[src/hw/rtl/median_filter_2d_macros.svh]
`ifndef MEDIAN_FILTER_2D_MACROS_SVH
`define MEDIAN_FILTER_2D_MACROS_SVH

// same-cycle implication
`define MF2D_CHECK(lbl, ante, cons, msg) \
  lbl: assert property (@(posedge clk) disable iff (!rst_n) (ante) |-> (cons)) \
    else $error(msg);

// next-cycle implication
`define MF2D_NEXT(lbl, ante, cons, msg) \
  lbl: assert property (@(posedge clk) disable iff (!rst_n) (ante) |=> (cons)) \
    else $error(msg);

`endif

[src/hw/rtl/mf2d_pkg.sv]
package mf2d_pkg;

  localparam int MAX_RADIUS = 2;
  localparam int MAX_WIDTH  = 1024;
  localparam int RING_ROWS  = 2 * MAX_RADIUS + 1;
  localparam int WIN_MAX    = RING_ROWS * RING_ROWS;

  localparam int COL_W  = $clog2(MAX_WIDTH);
  localparam int SLOT_W = $clog2(RING_ROWS);
  localparam int CELL_W = $clog2(WIN_MAX);

  localparam int PIX_W   = 8;
  localparam int RAD_W   = 2;
  localparam int COLS_W  = 11;
  localparam int ROWS_W  = 12;
  localparam int RC_W    = 13;
  localparam int IDX_W   = 14;
  localparam int CFG_W   = 12;
  localparam int CFGI_W  = 2;

  localparam logic CMD_PIXEL = 1'b0;
  localparam logic CMD_FLUSH = 1'b1;

  typedef enum logic [CFGI_W-1:0] {
    CFG_RADIUS_X,
    CFG_RADIUS_Y,
    CFG_IMAGE_COLS,
    CFG_IMAGE_ROWS
  } cfg_reg_t;

  typedef enum logic [1:0] {
    ST_IDLE,
    ST_SCAN,
    ST_DRAIN,
    ST_OUT
  } state_t;

  typedef struct packed {
    logic clr;
    logic ins;
  } sort_ctl_t;

  // reflect-101 with clamp for tiny images
  function automatic logic [RC_W-1:0] mirror(input logic signed [IDX_W-1:0] i,
                                             input logic [RC_W-1:0] n);
    logic signed [IDX_W-1:0] v;
    logic signed [IDX_W-1:0] ns;
    v  = i;
    ns = $signed({1'b0, n});
    if (v < $signed(IDX_W'(0))) v = -v;
    if (v >= ns) v = ns + ns - $signed(IDX_W'(2)) - v;
    if (v < $signed(IDX_W'(0))) v = $signed(IDX_W'(0));
    if (v >= ns) v = ns - $signed(IDX_W'(1));
    return v[RC_W-1:0];
  endfunction

endpackage

[src/hw/rtl/mf2d_sort_cell.sv]
module mf2d_sort_cell (
  input  logic                       clk,
  input  logic                       rst_n,
  input  mf2d_pkg::sort_ctl_t        ctl,
  input  logic [mf2d_pkg::PIX_W-1:0] din,
  input  logic [mf2d_pkg::PIX_W-1:0] left_val,
  input  logic                       left_vld,
  input  logic                       left_le,
  output logic [mf2d_pkg::PIX_W-1:0] val,
  output logic                       vld,
  output logic                       le
);

  logic [mf2d_pkg::PIX_W-1:0] val_r;
  logic                       vld_r;

  assign le  = vld_r && (val_r <= din);
  assign val = val_r;
  assign vld = vld_r;

  always_ff @(posedge clk) begin
    if (!rst_n) begin
      vld_r <= 1'b0;
    end else if (ctl.clr) begin
      vld_r <= 1'b0;
    end else if (ctl.ins && !le) begin
      vld_r <= left_le ? 1'b1 : left_vld;
    end
  end

  always_ff @(posedge clk) begin
    if (ctl.ins && !le) begin
      val_r <= left_le ? din : left_val;
    end
  end

endmodule

[src/hw/rtl/mf2d_sorter.sv]
module mf2d_sorter (
  input  logic                        clk,
  input  logic                        rst_n,
  input  mf2d_pkg::sort_ctl_t         ctl,
  input  logic [mf2d_pkg::PIX_W-1:0]  din,
  input  logic [mf2d_pkg::CELL_W-1:0] sel,
  output logic [mf2d_pkg::PIX_W-1:0]  dout
);

  logic [mf2d_pkg::PIX_W-1:0] val_w [mf2d_pkg::WIN_MAX];
  logic [mf2d_pkg::WIN_MAX-1:0] vld_w;
  logic [mf2d_pkg::WIN_MAX-1:0] le_w;

  for (genvar g = 0; g < mf2d_pkg::WIN_MAX; g++) begin : g_cell
    if (g == 0) begin : g_head
      mf2d_sort_cell u_cell (
        .clk      (clk),
        .rst_n    (rst_n),
        .ctl      (ctl),
        .din      (din),
        .left_val ('0),
        .left_vld (1'b0),
        .left_le  (1'b1),
        .val      (val_w[g]),
        .vld      (vld_w[g]),
        .le       (le_w[g])
      );
    end else begin : g_body
      mf2d_sort_cell u_cell (
        .clk      (clk),
        .rst_n    (rst_n),
        .ctl      (ctl),
        .din      (din),
        .left_val (val_w[g-1]),
        .left_vld (vld_w[g-1]),
        .left_le  (le_w[g-1]),
        .val      (val_w[g]),
        .vld      (vld_w[g]),
        .le       (le_w[g])
      );
    end
  end

  assign dout = val_w[sel];

endmodule

[config.mk]
export PLATFORM = sky130hd
export DESIGN_NAME = mf2d_sorter
export DESIGN_NICKNAME = d
export VERILOG_FILES = /design/src/hw/rtl/median_filter_2d_macros.svh /design/src/hw/rtl/mf2d_pkg.sv /design/src/hw/rtl/mf2d_sort_cell.sv /design/src/hw/rtl/mf2d_sorter.sv
export SDC_FILE = /design/constraint.sdc
export NUM_CORES = 1
export LEC_CHECK = 0
export BUFFER_PORTS_ARGS = -buffer_cell sky130_fd_sc_hd__clkbuf_2
export CORE_MARGIN = 2
export CORE_UTILIZATION = 35
export CTS_BUF_LIST = sky130_fd_sc_hd__clkbuf_8
export DETAILED_ROUTE_END_ITERATION = 7
export SYNTH_ARGS = -nofsm -noshare
export SYNTH_HDL_FRONTEND = slang
export SYNTH_SLANG_ARGS = --single-unit
[constraint.sdc]
create_clock -name clk -period 8.15 [get_ports clk]
set_clock_uncertainty 0.2 [all_clocks]
set_input_delay 0.4075 -clock clk [delete_from_list [all_inputs] [get_ports clk]]
set_output_delay 0.4075 -clock clk [all_outputs]
set_load 0.02 [all_outputs]
=== Word level (Yosys, flattened, before mapping) ===
Index checks and enable logic that the tools add are counted.

* Bitwise operators: 2
* $lt $le $gt $ge: 26
* Reductions and logical operators: 76
* Multiplexer cells: 51

{| class="wikitable"
|+ Operators by type and width
! kind !! count
|-
| $mux 8 || 26
|-
| $le 8x8->1 || 25
|-
| $logic_and 1x1->1 || 50
|-
| $bmux 8 s5 || 1
|-
| $logic_not 1->1 || 25
|-
| $mux 1 || 24
|-
| $ge 6x6->1 const B || 1
|-
| $not 5->6 || 1
|-
| $reduce_or 2->1 || 1
|-
| $not 1->1 || 1
|}

* Bits in registers: 225
* Output and inout bits: 8
* Input bits: 17
* Logic and storage cells: 205

=== Depth between registers and ports, before layout ===
* Depth after elaboration: 4
* Gate-level depth with buffers: 8
* Gate-level depth less buffers: 7

=== Modules after synthesis ===
From an unflattened synthesis, not the netlist that was laid out.

* Cell total of the unflattened synthesis: 1492
* Area total of the unflattened synthesis: 16992.5 µm²

{| class="wikitable"
|+ Modules (own cells, without submodules)
! module !! cells an instance !! seq. area each (µm²) !! area an instance (µm²) !! times used
|-
| mf2d_sort_cell || 53 || 260.2 || 606.8 || 25
|-
| mf2d_sorter || 167 || 0.0 || 1821.7 || 1
|}

=== Worst setup path after synthesis ===
OpenSTA, ideal clock, no wires.

* Path kind: input-to-reg
* From: in din[3] (netlist name)
* To: reg g_cell[23].g_body.u_cell.val_r, in the netlist g_cell[23].g_body.u_cell.val[0], enable pin
* Stages on the path: 8
* Buffers on the path: 1
* Path slack: 5.215 ns
* Setup time: 0.332 ns
* Arrival time: 2.403 ns
* Data required time: 7.618 ns
* Path through: clkbuf_1 > inv_1 > ha_1 > a21o_1 > a211oi_1 > and3_1 > o21ai_2 > and2_1

* Longest elaborated chain between the ends: 4

{| class="wikitable"
|+ RTL lines
! item !! RTL line !! text
|-
| start: declaration || mf2d_sorter.sv:5 || <nowiki>input logic [mf2d_pkg::PIX_W-1:0] din,</nowiki>
|-
| $le 8x8->1 || mf2d_sort_cell.sv:17 || <nowiki>assign le = vld_r && (val_r <= din);</nowiki>
|-
| $logic_and 1x1->1 || mf2d_sort_cell.sv:17 ||
|-
| $logic_not 1->1 || mf2d_sort_cell.sv:32 || <nowiki>if (ctl.ins && !le) begin</nowiki>
|-
| $logic_and 1x1->1 || mf2d_sort_cell.sv:32 ||
|-
| end signal: assignment || mf2d_sort_cell.sv:33 || <nowiki>val_r <= left_le ? din : left_val;</nowiki>
|-
| end: declaration || mf2d_sort_cell.sv:14 || <nowiki>logic [mf2d_pkg::PIX_W-1:0] val_r;</nowiki>
|}

Every way passes these cells.
A chain may end at the register's enable or synchronous reset.

=== Worst setup path after layout ===
* From: in sel[1] (netlist name)
* To: out dout[1] (netlist name)

* Longest elaborated chain between the ends: 4

{| class="wikitable"
|+ RTL lines
! item !! RTL line !! text
|-
| start: declaration || mf2d_sorter.sv:6 || <nowiki>input logic [mf2d_pkg::CELL_W-1:0] sel,</nowiki>
|-
| $not 5->6 (implied by the code) || mf2d_sorter.sv:44 || <nowiki>assign dout = val_w[sel];</nowiki>
|-
| $bmux 8 s5 || mf2d_sorter.sv:44 ||
|-
| $mux 8 (implied by the code) (2 in series) || mf2d_sorter.sv:44 ||
|-
| end: declaration || mf2d_sorter.sv:7 || <nowiki>output logic [mf2d_pkg::PIX_W-1:0] dout</nowiki>
|}

Every way passes these cells. The select of a mux whose other input is x is not followed.

==> impl_metrics.ini <==
[clock_network]
htree_levels = 2
clkSinkCount = 225
tritoncts.num_buffers = 42
hold_buffers = 0
tritoncts = built
clock_tree.buffer_depth = 3
cts.clk_slew.worst_paths_ns = 0.06
setup_buffers_after_cts = 0
cts_repair_resize_count = 0
clock_latency_ns = 0.57
clockRootBuffer = sky130_fd_sc_hd__clkbuf_8

[placement]
place_hpwl_um = 31800
dpl.cell_count = 1847
io_buffers = 24
placement.setup.worst_slack_ns = 3.99
gp_routability_congestion = 0.831

[floorplan]
core_area_mm2 = 0.0440
placementRows = 77
initial_utilization = 0.353
design.portCount = 25
die_h_um = 215
design.die.area_mm2 = 0.0461
die_width_um = 215

[grt]
pin_count_of_the_biggest_net_entering_global_routing = 51
grt_antenna_before_repair = 0
track_usage = 0.195
global_route.overflow_total = 0
grt_pass1_vias = 11380
grt_first_pass_wirelength_um = 69400

[outcome]
status = complete, no violations

[final_layout]
final_layout_size_suffix_gt1_frac = 0.149
syn2layout_area_growth_pct = 10.2
layout.cells.most_common_list = sky130_fd_sc_hd__ha_1, sky130_fd_sc_hd__edfxtp_1, sky130_fd_sc_hd__mux2_1
layout.nets = 1516
stdcell_count = 1925
num_antenna_cells = 0
layout.core_utilization = 0.389

[worst_setup_path]
worst-path-max-fanout = 33
critPathMaxStageDelay_ns = 0.99
required_arrival_time_at_the_worst_endpoint_ns = 7.54
crit_path_cell_chain = clkbuf_2, buf_4, mux4_2, nor2b_1, a2111oi_0, a211oi_1, clkbuf_2
worst-endpoint-arrival_ns = 3.67
cpMostUsedCell = sky130_fd_sc_hd__clkbuf_2
startpoint_class = input port
r2r_setup_slack_ns = 5.35
kind_of_end_point_of_the_critical_path = primary output
critPathSlowestCell = sky130_fd_sc_hd__a2111oi_0
critical_path_buffer_and_inverter_count = 3
crit_type = in -> out
timing.critical_path.max_delay_family = buffers and inverters

[yosys]
syn_std_cell_area_mm2 = 0.0155
ys_dominant_reg_cell = sky130_fd_sc_hd__edfxtp_1
ys.warnings.count = 0
synth.distinct_cells = 46
postSynthAreaPerCell_um2 = 12.4
synth_sequential_area_ratio = 0.419
synth_edf_count = 200
postSynthRegisterBits = 225
syn-instance-count = 1257
syn-num-nets = 1474
ys_async_sr_fraction = 0

[routing]
dr.first_iter.drc_count = 727
wl_per_cell_um = 23.4
drtPass1Iterations = 5
vias = 11215
post-route-drc-count = 0
postRouteAntennaNets = 0
detail_route.vias_per_cell = 5.83
wirelength_um = 45100

[sta]
setup_repair_after_global_routing_missed_its_margin = false
timing.fmax_ghz = 0.234
period_share = 0.525
worst_setup_slack_after_layout_ns = 3.87
tightestPinTransition_ns = 1.16
worst_slew_margin_rel = 0.208
finalHoldViolations = 0
setup-tns-final_ns = 0
post-route-min-period_ns = 4.28
finalMaxSlewViolations = 0
timing.final.setup_violations = 0

[power_and_ir_drop]
max-vdd-ir-drop_v = 0.000104
power_density_mw_per_mm2 = 172
leakage_power_summed_over_all_cells_nw = 6.40

[worst_hold_path]
hold_path.class = in -> reg

[run]
maxCapViolations = 0
-- through the flow --
stage / hold WS (ns) / instance area (um^2) / power (mW)
6_report: 0.208 / 17100 / 2.94
5_1_grt: 0.188 / 17100 / 3.07
4_1_cts: 0.169 / 17100 / 2.96
3_5_place_dp: 0.307 / 16300 / 1.88
3_3_place_gp: 0.298 / 16300 / 1.86
2_1_floorplan: 0.280 / 15500 / 1.71
-- registers in the layout, summed over array words and instances, names as in the netlist --
register	count
g_cell.g_body.u_cell.val	192
g_cell.g_body.u_cell.vld	24
g_cell.g_head.u_cell.val	8
g_cell.g_head.u_cell.vld	1
-- power by group --
part           switching (mW)  internal (mW)  total (mW)
Sequential             0.0606           1.33        1.39
Clock                   0.515          0.560        1.07
Combinational           0.289          0.189       0.477
Total                   0.864           2.08        2.94
-- cells by family after synthesis --
logic type	count (synthesis)	share of synthesized area
compound gates	278	0.114
mux	257	0.213
flops	225	0.419
fa+ha+maj	200	0.161
simple gates	199	0.0664
buf+inv	98	0.0265
-- worst paths after layout --
kind / end / cells past startpoint / from
worst max register to register: g_cell[8].g_body.u_cell.val[3] / 5 / g_cell[8].g_body.u_cell.val[7]
worst min register to register: g_cell[4].g_body.u_cell.vld / 2 / g_cell[3].g_body.u_cell.vld
worst max-delay path: dout[1] / 7 / sel[1]
worst min-delay path: g_cell[0].g_head.u_cell.val[3] / 2 / din[3]
-- cells in the mapped netlist, types with 2 or more instances --
cell type,n,area share
sky130_fd_sc_hd__or3_1,2,0.00081
sky130_fd_sc_hd__a2111oi_0,6,0.0034
sky130_fd_sc_hd__a21o_1,2,0.00097
sky130_fd_sc_hd__buf_2,8,0.0026
sky130_fd_sc_hd__a21oi_1,98,0.032
sky130_fd_sc_hd__buf_4,2,0.00097
sky130_fd_sc_hd__dfxtp_1,25,0.032
sky130_fd_sc_hd__nand4_1,48,0.019
sky130_fd_sc_hd__nand3_1,23,0.0074
sky130_fd_sc_hd__buf_6,2,0.0014
sky130_fd_sc_hd__mux2_1,138,0.10
sky130_fd_sc_hd__a211oi_2,2,0.0016
sky130_fd_sc_hd__nand2_1,50,0.012
sky130_fd_sc_hd__o21ai_0,14,0.0045
sky130_fd_sc_hd__o21ai_1,42,0.014
sky130_fd_sc_hd__mux4_2,40,0.058
sky130_fd_sc_hd__edfxtp_1,200,0.39
sky130_fd_sc_hd__nor2b_1,32,0.013
sky130_fd_sc_hd__a31oi_1,22,0.0089
sky130_fd_sc_hd__a211oi_1,8,0.0039
sky130_fd_sc_hd__buf_1,2,0.00048
sky130_fd_sc_hd__o22ai_1,10,0.0040
sky130_fd_sc_hd__nor2_1,35,0.0085
sky130_fd_sc_hd__o211ai_1,24,0.012
sky130_fd_sc_hd__ha_1,200,0.16
sky130_fd_sc_hd__mux2_2,54,0.039
sky130_fd_sc_hd__mux2i_1,25,0.016
sky130_fd_sc_hd__inv_1,56,0.014
sky130_fd_sc_hd__a311oi_1,22,0.012
sky130_fd_sc_hd__and2_1,2,0.00081
sky130_fd_sc_hd__clkbuf_1,27,0.0065
sky130_fd_sc_hd__a211o_1,22,0.012
-- metal layers --
| layer | wire length [um] | track usage | vias up |
|---|---|---|---|
| met3 | 2130 | 0.0268 | 102 |
| met4 | 1760 | 0.0817 | 0 |
| li1 | - | - | 5149 |
| met2 | 21400 | 0.326 | 351 |
| met5 | 0 | 0 | - |
| met1 | 19800 | 0.255 | 5613 |
-- worst reg2reg max path, delay by kind of cell, from the launching register on --
kind / cells / cell delay [ns]
compound gates: 3 / 1.37
flops: 1 / 0.44
fa+ha+maj: 1 / 0.34
simple gates: 1 / 0.06
-- cell type report --
type                       instances  area (um^2)
clock inverter                    31          151
multi-input combinational        934         8620
fill                            4183        26900
inverter                          56          210
clock buffer                      47          647
sequential                       225         6510
timing repair buffer              40          240
tap                              592          741
Power figures use the tool's default switching activity.
